$ cat src/hdl/hrlq_pkg.sv
// ----------------------------------------------------------------------------
// hrlq_pkg - shared types and constants of the heart-rate lock qualifier
// Register map, status structs, fixed thresholds and small helper functions.
// ----------------------------------------------------------------------------
package hrlq_pkg;

	// configuration register indexes
	typedef enum logic [2:0] {
		REG_WARMUP        = 3'd0,
		REG_RECOVERY_GAP  = 3'd1,
		REG_TRACK_LOST    = 3'd2,
		REG_ACQ_TIMEOUT   = 3'd3,
		REG_CONF_HARD     = 3'd4,
		REG_CONF_SOFT     = 3'd5,
		REG_MOTION_UP     = 3'd6,
		REG_MOTION_DOWN   = 3'd7
	} reg_idx_t;

	localparam int CFG_DATA_W = 17;

	typedef struct packed {
		logic [15:0] warmup_ms;
		logic [15:0] recovery_gap_ms;
		logic [16:0] track_lost_ms;
		logic [16:0] acquire_timeout_ms;
		logic [7:0]  conf_hard;
		logic [7:0]  conf_soft;
		logic [16:0] motion_up_thr;
		logic [16:0] motion_down_thr;
	} cfg_t;

	localparam cfg_t CFG_RESET = '{
		warmup_ms:          16'd3000,
		recovery_gap_ms:    16'd8000,
		track_lost_ms:      17'd20000,
		acquire_timeout_ms: 17'd45000,
		conf_hard:          8'd85,
		conf_soft:          8'd60,
		motion_up_thr:      17'd420,
		motion_down_thr:    17'd220
	};

	typedef struct packed {
		logic publish;
		logic tracking;
		logic restart;
	} lock_res_t;

	typedef struct packed {
		logic scene;
		logic changed;
	} scene_res_t;

	// heart-rate windows (bpm)
	localparam logic signed [15:0] HR_MIN_BPM        = 16'sd40;
	localparam logic signed [15:0] HR_MAX_BPM        = 16'sd220;
	localparam logic signed [15:0] HR_ACQ_MIN_BPM    = 16'sd55;
	localparam logic signed [15:0] HR_ACQ_MAX_BPM    = 16'sd140;
	localparam logic signed [15:0] LOW_LOCK_BPM_MAX  = 16'sd45;
	localparam logic signed [15:0] HIGH_LOCK_BPM_MIN = 16'sd160;
	localparam logic signed [15:0] STUCK_LOW_BPM     = 16'sd42;

	// confidence thresholds
	localparam logic [7:0] CONF_LOCK          = 8'd78;
	localparam logic [7:0] CONF_TRACK_MIN     = 8'd60;
	localparam logic [7:0] CONF_LOCK_RELAX    = 8'd68;
	localparam logic [7:0] LOW_LOCK_CONF_MIN  = 8'd90;
	localparam logic [7:0] HIGH_LOCK_CONF_MAX = 8'd80;
	localparam logic [7:0] FAST_LOCK_CONF     = 8'd92;
	localparam logic [7:0] STUCK_CONF_MIN     = 8'd95;
	localparam logic [7:0] AGGR_LOCK_CONF     = 8'd72;

	// run lengths
	localparam logic [7:0] STABLE_N       = 8'd3;
	localparam logic [7:0] LOW_LOCK_HOLD  = 8'd8;
	localparam logic [7:0] HIGH_LOCK_HOLD = 8'd8;
	localparam logic [7:0] FAST_LOCK_N    = 8'd2;
	localparam logic [7:0] RELAX_LOCK_N   = 8'd4;
	localparam logic [7:0] NORMAL_LOCK_N  = 8'd4;
	localparam logic [7:0] STUCK_HOLD     = 8'd10;
	localparam logic [7:0] AGGR_LOCK_N    = 8'd2;
	localparam logic [7:0] SCENE_UP_N     = 8'd3;
	localparam logic [7:0] SCENE_DOWN_N   = 8'd5;

	// tolerances (bpm)
	localparam logic [3:0] STABLE_TOL = 4'd3;
	localparam logic [3:0] LOCK_TOL   = 4'd6;

	// times (ms)
	localparam logic [31:0] FAST_LOCK_MIN_MS  = 32'd1500;
	localparam logic [31:0] RELAX_LOCK_MIN_MS = 32'd6000;
	localparam logic [31:0] STUCK_MIN_MS      = 32'd15000;
	localparam logic [31:0] AGGR_WINDOW_MS    = 32'd12000;
	localparam logic [31:0] SCENE_PERIOD_MS   = 32'd1000;

	// L1 norm of the accelerometer at rest
	localparam logic [16:0] GRAVITY_L1 = 17'd2048;

	function automatic logic [7:0] sat_inc(input logic [7:0] c);
		return (c == 8'hFF) ? c : c + 8'd1;
	endfunction

	// |a - b| <= tol
	function automatic logic near(input logic signed [15:0] a, input logic signed [15:0] b,
			input logic [3:0] tol);
		logic signed [16:0] d;
		logic signed [16:0] t;
		d = {a[15], a} - {b[15], b};
		t = $signed({13'd0, tol});
		return (d <= t) && (d >= -t);
	endfunction

endpackage

$ cat src/hdl/hrlq_if.sv
// ----------------------------------------------------------------------------
// hrlq_if - request channels of the heart-rate lock qualifier
// Sample channel (estimate, time, accelerometer) and result channel.
// ----------------------------------------------------------------------------
interface hrlq_sample_if;
	logic               valid;
	logic               ready;
	logic signed [15:0] hr_bpm;
	logic [7:0]         confidence;
	logic [31:0]        now_ms;
	logic               imu_valid;
	logic signed [15:0] accel_x;
	logic signed [15:0] accel_y;
	logic signed [15:0] accel_z;

	modport source (output valid, hr_bpm, confidence, now_ms, imu_valid,
		accel_x, accel_y, accel_z, input ready);
	modport sink (input valid, hr_bpm, confidence, now_ms, imu_valid,
		accel_x, accel_y, accel_z, output ready);
endinterface

interface hrlq_result_if;
	logic               valid;
	logic               ready;
	logic               publish;
	logic signed [15:0] out_hr_bpm;
	logic [7:0]         out_confidence;
	logic               tracking;
	logic               restart_request;
	logic               scene;
	logic               scene_changed;

	modport source (output valid, publish, out_hr_bpm, out_confidence, tracking,
		restart_request, scene, scene_changed, input ready);
	modport sink (input valid, publish, out_hr_bpm, out_confidence, tracking,
		restart_request, scene, scene_changed, output ready);
endinterface

$ cat src/hdl/hrlq_lock.sv
// ----------------------------------------------------------------------------
// hrlq_lock - acquire/track mode, stability runs and restart decisions
// State advances once per request when step is high.
// ----------------------------------------------------------------------------
module hrlq_lock (
	input  logic                      clk,
	input  logic                      arst_n,
	input  logic                      step,
	input  logic signed [15:0]        hr_bpm,
	input  logic [7:0]                confidence,
	input  logic [31:0]               now_ms,
	input  hrlq_pkg::cfg_t            cfg,
	output hrlq_pkg::lock_res_t       res
);

	logic               mode_q;
	logic [31:0]        start_q;
	logic [31:0]        last_valid_q;
	logic [31:0]        last_restart_q;
	logic [7:0]         stable_q;
	logic               cand_valid_q;
	logic signed [15:0] cand_hr_q;
	logic [7:0]         low_q;
	logic [7:0]         high_q;
	logic [7:0]         acq_low_q;

	logic               mode_n;
	logic [31:0]        start_n;
	logic [31:0]        last_valid_n;
	logic [31:0]        last_restart_n;
	logic [7:0]         stable_n;
	logic               cand_valid_n;
	logic signed [15:0] cand_hr_n;
	logic [7:0]         low_n;
	logic [7:0]         high_n;
	logic [7:0]         acq_low_n;
	logic               publish;
	logic               restart;

	always_comb begin
		logic [31:0] elapsed;
		logic        warm;
		logic        phys;
		logic        trk_ok;
		logic        in_acq;
		logic        acq_ok;
		logic        aggr;
		logic [7:0]  lock_conf;
		logic [7:0]  lock_n;
		logic        lock_c;
		logic        fast_c;
		logic        relax_c;
		logic        r_lock;
		logic        r_lost;
		logic        r_tmo;
		logic        r_stuck;

		elapsed     = now_ms - start_q;
		warm        = elapsed >= {16'd0, cfg.warmup_ms};
		phys        = (hr_bpm >= hrlq_pkg::HR_MIN_BPM) && (hr_bpm <= hrlq_pkg::HR_MAX_BPM);
		trk_ok      = phys && (confidence >= hrlq_pkg::CONF_TRACK_MIN);
		in_acq      = (hr_bpm >= hrlq_pkg::HR_ACQ_MIN_BPM) &&
			(hr_bpm <= hrlq_pkg::HR_ACQ_MAX_BPM);

		mode_n         = mode_q;
		start_n        = start_q;
		last_valid_n   = last_valid_q;
		last_restart_n = last_restart_q;
		stable_n       = stable_q;
		cand_valid_n   = cand_valid_q;
		cand_hr_n      = cand_hr_q;
		low_n          = low_q;
		high_n         = high_q;
		acq_low_n      = acq_low_q;
		restart        = 1'b0;
		r_lock         = 1'b0;
		r_lost         = 1'b0;
		r_tmo          = 1'b0;
		r_stuck        = 1'b0;

		// acquisition stage, 3 bpm run
		if (phys && (confidence >= cfg.conf_hard)) begin
			acq_ok = 1'b1;
		end else if (phys && (confidence >= cfg.conf_soft)) begin
			if (!cand_valid_n) begin
				stable_n     = 8'd1;
				cand_valid_n = 1'b1;
			end else if (hrlq_pkg::near(hr_bpm, cand_hr_n, hrlq_pkg::STABLE_TOL)) begin
				stable_n = hrlq_pkg::sat_inc(stable_n);
			end else begin
				stable_n = 8'd1;
			end
			cand_hr_n = hr_bpm;
			acq_ok    = stable_n >= hrlq_pkg::STABLE_N;
		end else begin
			acq_ok       = 1'b0;
			stable_n     = 8'd0;
			cand_valid_n = 1'b0;
		end

		// lock stage, 6 bpm run; early window uses the aggressive path
		aggr      = elapsed <= hrlq_pkg::AGGR_WINDOW_MS;
		lock_conf = aggr ? hrlq_pkg::AGGR_LOCK_CONF : hrlq_pkg::CONF_LOCK;
		lock_n    = aggr ? hrlq_pkg::AGGR_LOCK_N : hrlq_pkg::NORMAL_LOCK_N;
		lock_c    = warm && acq_ok && (confidence >= lock_conf) && in_acq;
		fast_c    = (elapsed >= hrlq_pkg::FAST_LOCK_MIN_MS) && acq_ok &&
			(confidence >= hrlq_pkg::FAST_LOCK_CONF) && in_acq;
		relax_c   = warm && (elapsed >= hrlq_pkg::RELAX_LOCK_MIN_MS) && trk_ok &&
			(confidence >= hrlq_pkg::CONF_LOCK_RELAX) && in_acq;

		if (lock_c) begin
			if (!cand_valid_n) begin
				stable_n     = 8'd1;
				cand_valid_n = 1'b1;
			end else if (hrlq_pkg::near(hr_bpm, cand_hr_n, hrlq_pkg::LOCK_TOL)) begin
				stable_n = hrlq_pkg::sat_inc(stable_n);
			end else begin
				stable_n = 8'd1;
			end
			cand_hr_n = hr_bpm;
			if (!mode_n && ((stable_n >= lock_n) ||
					(fast_c && (stable_n >= hrlq_pkg::FAST_LOCK_N)) ||
					(relax_c && (stable_n >= hrlq_pkg::RELAX_LOCK_N)))) begin
				mode_n       = 1'b1;
				last_valid_n = now_ms;
			end
		end else if (!mode_n) begin
			stable_n     = 8'd0;
			cand_valid_n = 1'b0;
		end

		publish = mode_n && trk_ok;

		if (!publish) begin
			low_n     = (warm && (hr_bpm <= hrlq_pkg::LOW_LOCK_BPM_MAX) &&
				(confidence >= hrlq_pkg::LOW_LOCK_CONF_MIN)) ? hrlq_pkg::sat_inc(low_q) : 8'd0;
			high_n    = (warm && (hr_bpm >= hrlq_pkg::HIGH_LOCK_BPM_MIN) &&
				(confidence <= hrlq_pkg::HIGH_LOCK_CONF_MAX)) ? hrlq_pkg::sat_inc(high_q) : 8'd0;
			acq_low_n = (!mode_n && warm && (hr_bpm <= hrlq_pkg::STUCK_LOW_BPM) &&
				(confidence >= hrlq_pkg::STUCK_CONF_MIN)) ? hrlq_pkg::sat_inc(acq_low_q) : 8'd0;

			r_lock  = mode_n && ((low_n >= hrlq_pkg::LOW_LOCK_HOLD) ||
				(high_n >= hrlq_pkg::HIGH_LOCK_HOLD));
			r_lost  = mode_n && warm &&
				((now_ms - last_valid_n) >= {15'd0, cfg.track_lost_ms});
			r_tmo   = !mode_n && (elapsed >= {15'd0, cfg.acquire_timeout_ms}) &&
				!(trk_ok && in_acq);
			r_stuck = !mode_n && warm && (elapsed >= hrlq_pkg::STUCK_MIN_MS) &&
				(acq_low_n >= hrlq_pkg::STUCK_HOLD);

			if (warm && (r_lock || r_lost || r_tmo || r_stuck) &&
					((now_ms - last_restart_q) >= {16'd0, cfg.recovery_gap_ms})) begin
				restart        = 1'b1;
				start_n        = now_ms;
				mode_n         = 1'b0;
				stable_n       = 8'd0;
				cand_valid_n   = 1'b0;
				low_n          = 8'd0;
				high_n         = 8'd0;
				acq_low_n      = 8'd0;
				last_valid_n   = now_ms;
				last_restart_n = now_ms;
			end
		end else begin
			low_n        = 8'd0;
			high_n       = 8'd0;
			last_valid_n = now_ms;
		end
	end

	always_ff @(posedge clk or negedge arst_n) begin
		if (!arst_n) begin
			mode_q         <= 1'b0;
			start_q        <= '0;
			last_valid_q   <= '0;
			last_restart_q <= '0;
			stable_q       <= '0;
			cand_valid_q   <= 1'b0;
			cand_hr_q      <= '0;
			low_q          <= '0;
			high_q         <= '0;
			acq_low_q      <= '0;
		end else if (step) begin
			mode_q         <= mode_n;
			start_q        <= start_n;
			last_valid_q   <= last_valid_n;
			last_restart_q <= last_restart_n;
			stable_q       <= stable_n;
			cand_valid_q   <= cand_valid_n;
			cand_hr_q      <= cand_hr_n;
			low_q          <= low_n;
			high_q         <= high_n;
			acq_low_q      <= acq_low_n;
		end
	end

	assign res.publish  = publish;
	assign res.tracking = mode_n;
	assign res.restart  = restart;

endmodule

$ cat src/hdl/hrlq_scene.sv
// ----------------------------------------------------------------------------
// hrlq_scene - once-per-second motion scene hysteresis
// Rest/daily decision from the accelerometer L1 norm minus gravity.
// ----------------------------------------------------------------------------
module hrlq_scene (
	input  logic                       clk,
	input  logic                       arst_n,
	input  logic                       step,
	input  logic                       restart,
	input  logic [31:0]                now_ms,
	input  logic                       imu_valid,
	input  logic signed [15:0]         accel_x,
	input  logic signed [15:0]         accel_y,
	input  logic signed [15:0]         accel_z,
	input  hrlq_pkg::cfg_t             cfg,
	output hrlq_pkg::scene_res_t       res
);

	logic [31:0] last_scene_q;
	logic [7:0]  up_q;
	logic [7:0]  down_q;
	logic        scene_q;

	logic [31:0] last_scene_n;
	logic [7:0]  up_n;
	logic [7:0]  down_n;
	logic        scene_n;
	logic        changed;

	function automatic logic [16:0] mag(input logic signed [15:0] v);
		return v[15] ? 17'(-{v[15], v}) : {1'b0, v};
	endfunction

	always_comb begin
		logic        due;
		logic [16:0] l1;
		logic [16:0] motion;

		due    = (now_ms - last_scene_q) >= hrlq_pkg::SCENE_PERIOD_MS;
		l1     = mag(accel_x) + mag(accel_y) + mag(accel_z);
		motion = (l1 >= hrlq_pkg::GRAVITY_L1) ? l1 - hrlq_pkg::GRAVITY_L1
			: hrlq_pkg::GRAVITY_L1 - l1;

		up_n    = up_q;
		down_n  = down_q;
		scene_n = scene_q;
		changed = 1'b0;

		if (due && imu_valid) begin
			if (motion >= cfg.motion_up_thr) begin
				up_n   = hrlq_pkg::sat_inc(up_q);
				down_n = 8'd0;
			end else if (motion <= cfg.motion_down_thr) begin
				down_n = hrlq_pkg::sat_inc(down_q);
				up_n   = 8'd0;
			end else begin
				up_n   = 8'd0;
				down_n = 8'd0;
			end
			if (!scene_q && (up_n >= hrlq_pkg::SCENE_UP_N)) begin
				scene_n = 1'b1;
				up_n    = 8'd0;
				changed = 1'b1;
			end else if (scene_q && (down_n >= hrlq_pkg::SCENE_DOWN_N)) begin
				scene_n = 1'b0;
				down_n  = 8'd0;
				changed = 1'b1;
			end
		end

		// a restart also restarts the evaluation period
		last_scene_n = (due || restart) ? now_ms : last_scene_q;
	end

	always_ff @(posedge clk or negedge arst_n) begin
		if (!arst_n) begin
			last_scene_q <= '0;
			up_q         <= '0;
			down_q       <= '0;
			scene_q      <= 1'b0;
		end else if (step) begin
			last_scene_q <= last_scene_n;
			up_q         <= up_n;
			down_q       <= down_n;
			scene_q      <= scene_n;
		end
	end

	assign res.scene   = scene_n;
	assign res.changed = changed;

endmodule

$ cat src/hdl/heart_rate_lock_qualifier.sv
// ----------------------------------------------------------------------------
// heart_rate_lock_qualifier - publish qualification of heart-rate estimates
// Input register, single-pass lock and scene logic, result register.
// ----------------------------------------------------------------------------
// Usage
//   sample : one request per heart-rate estimate (bpm, confidence, ms
//            timestamp, optional accelerometer reading).
//   result : one request per sample, in order: publish flag, estimate and
//            confidence passed through, track mode, restart request, scene
//            and scene-change flag.
//   cfg_*  : write-only register port, index = register number, taken on any
//            clock with cfg_we high; only write while the block is empty.
// Timing
//   The sample is loaded into the input register at acceptance, then the
//   lock/scene pass loads the result register and raises result valid.
//   Throughput one sample per cycle while result.ready is high; all per-sample
//   work is compare-and-count logic between the two registers.
// Reset
//   arst_n clears mode (acquire), timers, counters, scene (still rest) and
//   loads the default register values. No clearing pass.
// Back-pressure
//   While result.ready is low the held result stays put and one further
//   sample waits in the input register; sample.ready then drops.
// ----------------------------------------------------------------------------
module heart_rate_lock_qualifier (
	input  logic                              clk,
	input  logic                              arst_n,
	hrlq_sample_if.sink                       sample,
	hrlq_result_if.source                     result,
	input  logic                              cfg_we,
	input  logic [2:0]                        cfg_index,
	input  logic [hrlq_pkg::CFG_DATA_W-1:0]   cfg_wdata
);

	// configuration registers
	hrlq_pkg::cfg_t cfg_q;

	// input register stage
	logic               valid_s1;
	logic signed [15:0] hr_bpm_s1;
	logic [7:0]         confidence_s1;
	logic [31:0]        now_ms_s1;
	logic               imu_valid_s1;
	logic signed [15:0] accel_x_s1;
	logic signed [15:0] accel_y_s1;
	logic signed [15:0] accel_z_s1;

	// result register
	logic               res_valid_q;
	logic               publish_q;
	logic signed [15:0] hr_bpm_q;
	logic [7:0]         confidence_q;
	logic               tracking_q;
	logic               restart_q;
	logic               scene_q;
	logic               scene_changed_q;

	logic                  advance;
	hrlq_pkg::lock_res_t   lock_res;
	hrlq_pkg::scene_res_t  scene_res;

	// The stage-1 sample is processed when the result register is free or
	// being emptied this cycle; stage 1 refills in the same cycle.
	assign advance      = valid_s1 && (!res_valid_q || result.ready);
	assign sample.ready = !valid_s1 || advance;

	// register writes; upper data bits beyond a register's width are dropped
	always_ff @(posedge clk or negedge arst_n) begin
		if (!arst_n) begin
			cfg_q <= hrlq_pkg::CFG_RESET;
		end else if (cfg_we) begin
			case (hrlq_pkg::reg_idx_t'(cfg_index))
				hrlq_pkg::REG_WARMUP:       cfg_q.warmup_ms          <= cfg_wdata[15:0];
				hrlq_pkg::REG_RECOVERY_GAP: cfg_q.recovery_gap_ms    <= cfg_wdata[15:0];
				hrlq_pkg::REG_TRACK_LOST:   cfg_q.track_lost_ms      <= cfg_wdata[16:0];
				hrlq_pkg::REG_ACQ_TIMEOUT:  cfg_q.acquire_timeout_ms <= cfg_wdata[16:0];
				hrlq_pkg::REG_CONF_HARD:    cfg_q.conf_hard          <= cfg_wdata[7:0];
				hrlq_pkg::REG_CONF_SOFT:    cfg_q.conf_soft          <= cfg_wdata[7:0];
				hrlq_pkg::REG_MOTION_UP:    cfg_q.motion_up_thr      <= cfg_wdata[16:0];
				hrlq_pkg::REG_MOTION_DOWN:  cfg_q.motion_down_thr    <= cfg_wdata[16:0];
				default: begin
				end
			endcase
		end
	end

	// stage 1: capture the accepted request
	always_ff @(posedge clk or negedge arst_n) begin
		if (!arst_n) begin
			valid_s1 <= 1'b0;
		end else if (sample.ready) begin
			valid_s1 <= sample.valid;
		end
	end

	always_ff @(posedge clk) begin
		if (sample.valid && sample.ready) begin
			hr_bpm_s1     <= sample.hr_bpm;
			confidence_s1 <= sample.confidence;
			now_ms_s1     <= sample.now_ms;
			imu_valid_s1  <= sample.imu_valid;
			accel_x_s1    <= sample.accel_x;
			accel_y_s1    <= sample.accel_y;
			accel_z_s1    <= sample.accel_z;
		end
	end

	// lock qualification: mode, stability runs, restart decision
	hrlq_lock u_lock (
		.clk        (clk),
		.arst_n     (arst_n),
		.step       (advance),
		.hr_bpm     (hr_bpm_s1),
		.confidence (confidence_s1),
		.now_ms     (now_ms_s1),
		.cfg        (cfg_q),
		.res        (lock_res)
	);

	// motion scene; a restart re-bases its evaluation period
	hrlq_scene u_scene (
		.clk       (clk),
		.arst_n    (arst_n),
		.step      (advance),
		.restart   (lock_res.restart),
		.now_ms    (now_ms_s1),
		.imu_valid (imu_valid_s1),
		.accel_x   (accel_x_s1),
		.accel_y   (accel_y_s1),
		.accel_z   (accel_z_s1),
		.cfg       (cfg_q),
		.res       (scene_res)
	);

	// stage 2: result register, held while the receiver stalls
	always_ff @(posedge clk or negedge arst_n) begin
		if (!arst_n) begin
			res_valid_q <= 1'b0;
		end else if (advance) begin
			res_valid_q <= 1'b1;
		end else if (result.ready) begin
			res_valid_q <= 1'b0;
		end
	end

	always_ff @(posedge clk) begin
		if (advance) begin
			publish_q       <= lock_res.publish;
			hr_bpm_q        <= hr_bpm_s1;
			confidence_q    <= confidence_s1;
			tracking_q      <= lock_res.tracking;
			restart_q       <= lock_res.restart;
			scene_q         <= scene_res.scene;
			scene_changed_q <= scene_res.changed;
		end
	end

	assign result.valid           = res_valid_q;
	assign result.publish         = publish_q;
	assign result.out_hr_bpm      = hr_bpm_q;
	assign result.out_confidence  = confidence_q;
	assign result.tracking        = tracking_q;
	assign result.restart_request = restart_q;
	assign result.scene           = scene_q;
	assign result.scene_changed   = scene_changed_q;

endmodule

$ cat src/flat_wrapper.sv
// flat-port wrapper written by rule: the top's interface ports become plain ports
module heart_rate_lock_qualifier_flat 
  (clk, arst_n, cfg_we, cfg_index, cfg_wdata, sample_valid, sample_hr_bpm, sample_confidence, sample_now_ms, sample_imu_valid, sample_accel_x, sample_accel_y, sample_accel_z, sample_ready, result_valid, result_publish, result_out_hr_bpm, result_out_confidence, result_tracking, result_restart_request, result_scene, result_scene_changed, result_ready);
  hrlq_sample_if sample_i ();
  hrlq_result_if result_i ();
  input  logic clk;
  input  logic arst_n;
  input  logic cfg_we;
  input  logic [2:0] cfg_index;
  input  logic [hrlq_pkg::CFG_DATA_W-1:0] cfg_wdata;
  input wire logic [$bits(sample_i.valid)-1:0] sample_valid;
  input wire logic [$bits(sample_i.hr_bpm)-1:0] sample_hr_bpm;
  input wire logic [$bits(sample_i.confidence)-1:0] sample_confidence;
  input wire logic [$bits(sample_i.now_ms)-1:0] sample_now_ms;
  input wire logic [$bits(sample_i.imu_valid)-1:0] sample_imu_valid;
  input wire logic [$bits(sample_i.accel_x)-1:0] sample_accel_x;
  input wire logic [$bits(sample_i.accel_y)-1:0] sample_accel_y;
  input wire logic [$bits(sample_i.accel_z)-1:0] sample_accel_z;
  output wire logic [$bits(sample_i.ready)-1:0] sample_ready;
  output wire logic [$bits(result_i.valid)-1:0] result_valid;
  output wire logic [$bits(result_i.publish)-1:0] result_publish;
  output wire logic [$bits(result_i.out_hr_bpm)-1:0] result_out_hr_bpm;
  output wire logic [$bits(result_i.out_confidence)-1:0] result_out_confidence;
  output wire logic [$bits(result_i.tracking)-1:0] result_tracking;
  output wire logic [$bits(result_i.restart_request)-1:0] result_restart_request;
  output wire logic [$bits(result_i.scene)-1:0] result_scene;
  output wire logic [$bits(result_i.scene_changed)-1:0] result_scene_changed;
  input wire logic [$bits(result_i.ready)-1:0] result_ready;
  assign sample_i.valid = sample_valid;
  assign sample_i.hr_bpm = sample_hr_bpm;
  assign sample_i.confidence = sample_confidence;
  assign sample_i.now_ms = sample_now_ms;
  assign sample_i.imu_valid = sample_imu_valid;
  assign sample_i.accel_x = sample_accel_x;
  assign sample_i.accel_y = sample_accel_y;
  assign sample_i.accel_z = sample_accel_z;
  assign sample_ready = sample_i.ready;
  assign result_valid = result_i.valid;
  assign result_publish = result_i.publish;
  assign result_out_hr_bpm = result_i.out_hr_bpm;
  assign result_out_confidence = result_i.out_confidence;
  assign result_tracking = result_i.tracking;
  assign result_restart_request = result_i.restart_request;
  assign result_scene = result_i.scene;
  assign result_scene_changed = result_i.scene_changed;
  assign result_i.ready = result_ready;
  heart_rate_lock_qualifier u_core (.clk(clk), .arst_n(arst_n), .sample(sample_i), .result(result_i), .cfg_we(cfg_we), .cfg_index(cfg_index), .cfg_wdata(cfg_wdata));
endmodule
$ cat config.mk
export PLATFORM = sky130hd
export DESIGN_NAME = heart_rate_lock_qualifier_flat
export DESIGN_NICKNAME = d
export VERILOG_FILES = /design/src/hdl/hrlq_pkg.sv /design/src/hdl/hrlq_if.sv /design/src/hdl/hrlq_lock.sv /design/src/hdl/hrlq_scene.sv /design/src/hdl/heart_rate_lock_qualifier.sv /design/src/flat_wrapper.sv
export SDC_FILE = /design/constraint.sdc
export NUM_CORES = 1
export LEC_CHECK = 0
export BUFFER_PORTS_ARGS = -buffer_cell sky130_fd_sc_hd__buf_2
export CORE_MARGIN = 3
export CORE_UTILIZATION = 40
export CTS_BUF_LIST = sky130_fd_sc_hd__clkbuf_16
export CTS_CLUSTER_SIZE = 16
export DETAILED_ROUTE_END_ITERATION = 12
export GPL_TIMING_DRIVEN = 0
export SLEW_MARGIN = 10
export SYNTH_ARGS = -nofsm -noshare
export SYNTH_HDL_FRONTEND = slang
export SYNTH_HIERARCHICAL = 1
export SYNTH_SLANG_ARGS = --single-unit
$ cat constraint.sdc
create_clock -name clk -period 13.19 [get_ports clk]
set_clock_uncertainty 0.2 [all_clocks]
set_input_delay 0 -clock clk [delete_from_list [all_inputs] [get_ports clk]]
set_output_delay 0 -clock clk [all_outputs]
set_load 0.1 [all_outputs]
==> summary by stage <==
Status
The run finished, with violations left. The final reports fail on setup timing.

Worst setup path
The cell with the most instances on the worst path is buf_4. The largest fanout on the critical path is 5. The critical path in this run is classified as flip-flop to flip-flop. STA classifies the critical path endpoint as a flip-flop.

The startpoint type of the worst setup path is a flip-flop. The worst path required time is approximately 13 ns. The data arrival time of the critical path is about 14 ns. The cell class contributing the biggest share of worst-path delay is buffers and inverters.

On the critical path, the stage with the largest delay is an instance of edfxtp_1. The buffering stage count on the worst path with inverters included is 33. The highest cell delay on the worst timing path is about 0.55 ns.

Synthesis
The post-synthesis sequential element count is about 420. Of the synthesized area, sequential elements account for 0.332. The cell type with the largest total area after synthesis is dfrtp_1. The primary flip-flop cell chosen by synthesis mapping is dfrtp_1. The number of warning messages in the yosys log is 6. The synthesized netlist net count is ~4000.

Synthesis instantiated between 100 and 150 different standard cells from the library. The cell area after synthesis is 33500 um^2. In the post-synthesis netlist, the biggest area contributors are dfrtp_1 18%, edfxtp_1 12%, ha_1 10%. After synthesis, the share of flip-flops with an asynchronous set or reset is 0.677. Counting every instance in the synthesized netlist gives around 3600. The fraction of post-synthesis cell area in the top cell type by area is 0.177. After synthesis, the mean cell area works out to 9.38 um^2. In this run, synthesis inferred 134 flip-flops with an integrated enable.

GRT
The number of global-route vias before repair is about 28000. The initial antenna violation count is 4. The aggregate global-route resource usage is 0.222. The total overflow reported by the global router is 0.

The wire length of the first global-routing pass is about 160000 um. The maximum number of pins on one net before global-route repair is 97.

Route
The residual DRC count is 0. The final layout contains routed wiring with a total length of approximately 100000 um. The starting DRC count in detailed routing is around 2400. Summing over every cut layer, the via total after detailed routing is 29622.

The number of detailed-route iterations in the first pass is 6. After detailed routing, the average wire length per cell comes to 18.7 um. Dividing the detail-routed via count by the number of cells gives 5.61. In this run the remaining antenna-violating nets after routing total 0.

Floorplan
The area of the core is approximately 83000 um^2. The number of top-level pins is roughly 160. The die extent in y is ~300 um. In this run the horizontal extent of the chip is between 200 and 300 um. The effective utilization at floorplan is 0.406. The die covers ~87000 um^2. In this run the core area contains 105 standard-cell rows.

Clocking
The tree is rooted in a clkbuf_16. The number of clock buffers added by TritonCTS is 51. The sink count of the clock tree is 415. Clock-pin slew was measured on the worst setup and hold paths at around 0.06 ns. The CTS tree is done. The number of H-tree levels is 2.

The clock tree buffer depth is 3. The insertion delay of the later-clocked pin in the worst-skew pair is about 0.63 ns.

Power
The cell leakage power is approximately 19 nW. Across the VDD grid, the largest voltage drop is ~0.14 mV. Power spread over the standard cell area amounts to approximately 140 nW/um^2.

Finish
The storage element area is 11100 um^2. The count of non-filler cells in the finished layout is 5276. Leaving out fill and tap cells, the most frequent cell in the layout is inv_1. In the final layout, the share of cells above drive strength 1 is 0.217. The final design utilization is 0.515. Relative to the synthesized area, the layout overhead comes to 26.9%. Leaving out fill and tap cells, the most frequent cells in the layout are 309 x inv_1, 254 x ha_1, 248 x nand2_1.

Summing all multi-input logic gate instances after layout gives about 22000 um^2. The number of filler instances in the final layout is ~7500. The number of nets in the final layout is about 4600.

Timing
The max-slew violation count is 0. The number of endpoints with negative hold slack in the final report is 0. For this run, the top clock speed supported by timing is approximately 73 MHz. Setup violations remaining at the end of the flow were counted as 32. The final cycle utilization of the critical path is 1.04. Setup repair after global routing could not meet its margin everywhere. The slew of the pin with the lowest slew margin is approximately 1.3 ns. In this run the tightest slew margin relative to its limit is 0.160. In the post-route analysis, the smallest setup slack over all paths is -0.490 ns. The smallest clock period supported by the final layout is computed as between 10 and 15 ns.

Placed design
In this run, placement finished with an instance count of ~4800. In this run the tool buffered the top-level ports with 156 buffer cells. The weighted congestion reported at the end of routability-driven placement is 0.932. The placed wire-length estimate after detailed placement is between 70000 and 80000 um.

Flow run
Max-cap violations in this run came to 0.

Min path
The classification of the worst-slack hold path is primary input to flip-flop.
[Yosys cell counts (all sizes together) (13+ instances only)]
| cell | number |
|---|---|
| inv | 301 |
| ha | 272 |
| nand2 | 251 |
| dfrtp | 237 |
| mux2 | 223 |
| a21oi | 215 |
| nor2 | 181 |
| o21ai | 151 |
| edfxtp | 134 |
| a21o | 117 |
| nor3 | 96 |
| nand3 | 91 |
| clkbuf | 82 |
| xor2 | 73 |
| xnor2 | 69 |
| nand2b | 64 |
| and2 | 59 |
| and3 | 57 |
| a31oi | 52 |
| mux2i | 52 |
| nor2b | 48 |
| or3 | 48 |
| nand4 | 47 |
| buf | 44 |
| dfstp | 44 |
| a211oi | 43 |
| o21a | 34 |
| nor4 | 30 |
| or2 | 26 |
| or4 | 26 |
| o31ai | 25 |
| o211ai | 24 |
| a31o | 22 |
| fa | 22 |
| o22ai | 21 |
| o21bai | 19 |
| a311oi | 14 |
| and4 | 14 |
| o2111ai | 14 |
| a2111oi | 13 |
[per-layer routing]
metal | vias up | wire [um] | track usage
met2 | 786 | 44400 | 0.352
met4 | 0 | 2420 | 0.0589
met3 | 155 | 5690 | 0.0341
met1 | 14340 | 46300 | 0.317
li1 | 14341 | - | -
met5 | - | 0 | 0
[tightest hold or removal path: cells and delay by family]
kind / cells / cell delay [ns]
buffers and inverters: 2 / 0.71
multiplexers: 1 / 0.17
[layout make-up]
class,instances,area share
Antenna cell,5,0.000295
Buffer,115,0.0154
Clock buffer,53,0.0312
Clock inverter,43,0.00931
Inverter,301,0.0267
Multi-Input combinational cell,2724,0.510
Sequential cell,415,0.262
Tap cell,1070,0.0315
Timing Repair Buffer,550,0.114
[state kept, by name, indices dropped and copies added (netlist names), 8 cells and up]
signal	flops
u_core/confidence_s1	8
u_core/u_lock/high_q	8
u_core/accel_y_s1	16
u_core/u_scene/last_scene_q	32
u_core/cfg_q	116
u_core/u_scene/up_q	8
u_core/accel_x_s1	16
u_core/u_lock/low_q	8
u_core/now_ms_s1	32
u_core/u_lock/cand_hr_q	16
u_core/u_scene/down_q	8
u_core/u_lock/last_restart_q	32
u_core/result.out_hr_bpm	16
u_core/result.out_confidence	8
u_core/hr_bpm_s1	16
u_core/u_lock/last_valid_q	32
u_core/u_lock/stable_q	8
u_core/u_lock/acq_low_q	8
u_core/accel_z_s1	16
[per-stage QoR]
step	area, um^2	worst slack [ns]	hold WS, ns	TNS [ns]	total power [mW]
after floorplan	33700	-0.125	-0.496	-3.63	3.63
after global placement	35800	-2.59	-0.0231	-202.51	4.23
after detailed placement	35900	-2.59	-0.272	-201.32	4.27
after CTS	41500	-0.573	0.0706	-19.87	5.90
after global routing	42400	-0.913	0.109	-41.15	6.41
final	42500	-0.490	0.0988	-13.71	5.95
[report_power, final]
group	internal (mW)	total (mW)	switching, mW
combinational	1.23	2.86	1.63
clock	0.848	1.45	0.600
sequential	1.53	1.64	0.114
total	3.60	5.95	2.34
[kinds of logic after synthesis]
logic type      Yosys count  synth area share
buf+inv                 427            0.0534
xor+xnor                142            0.0374
mux                     275            0.0951
flops                   415             0.332
simple gates           1103             0.177
compound gates          908             0.190
fa+ha+maj               296             0.115
[final timing paths]
path | endpoint | cells after the start | start | slack [ns]
min in group asynchronous | u_core/u_lock/low_q[0] | 4 | arst_n | 0.30
setup / recovery | u_core/u_scene/last_scene_q[12] | 79 | u_core/confidence_s1[4] | -0.49
max in group asynchronous | u_core/cfg_q[2] | 5 | arst_n | 11.59
hold / removal | u_core/cfg_q[113] | 3 | cfg_wdata[13] | 0.1
hold reg to reg | u_core/result.valid | 1 | u_core/valid_s1 | 0.29
setup reg to reg | u_core/u_scene/last_scene_q[12] | 79 | u_core/confidence_s1[4] | -0.49
[timing repair]
action | in CTS | in global routing
endpoints found under the setup margin | 124 | 124
hold endpoints to repair | 530 | 0
buffers inserted | 103 | 37
hold buffers | 243 | 0
gates resized for setup | 97 | 160
cloned | 5 | 3
pin swaps | 60 | 97
Power figures use the tool's default switching activity.
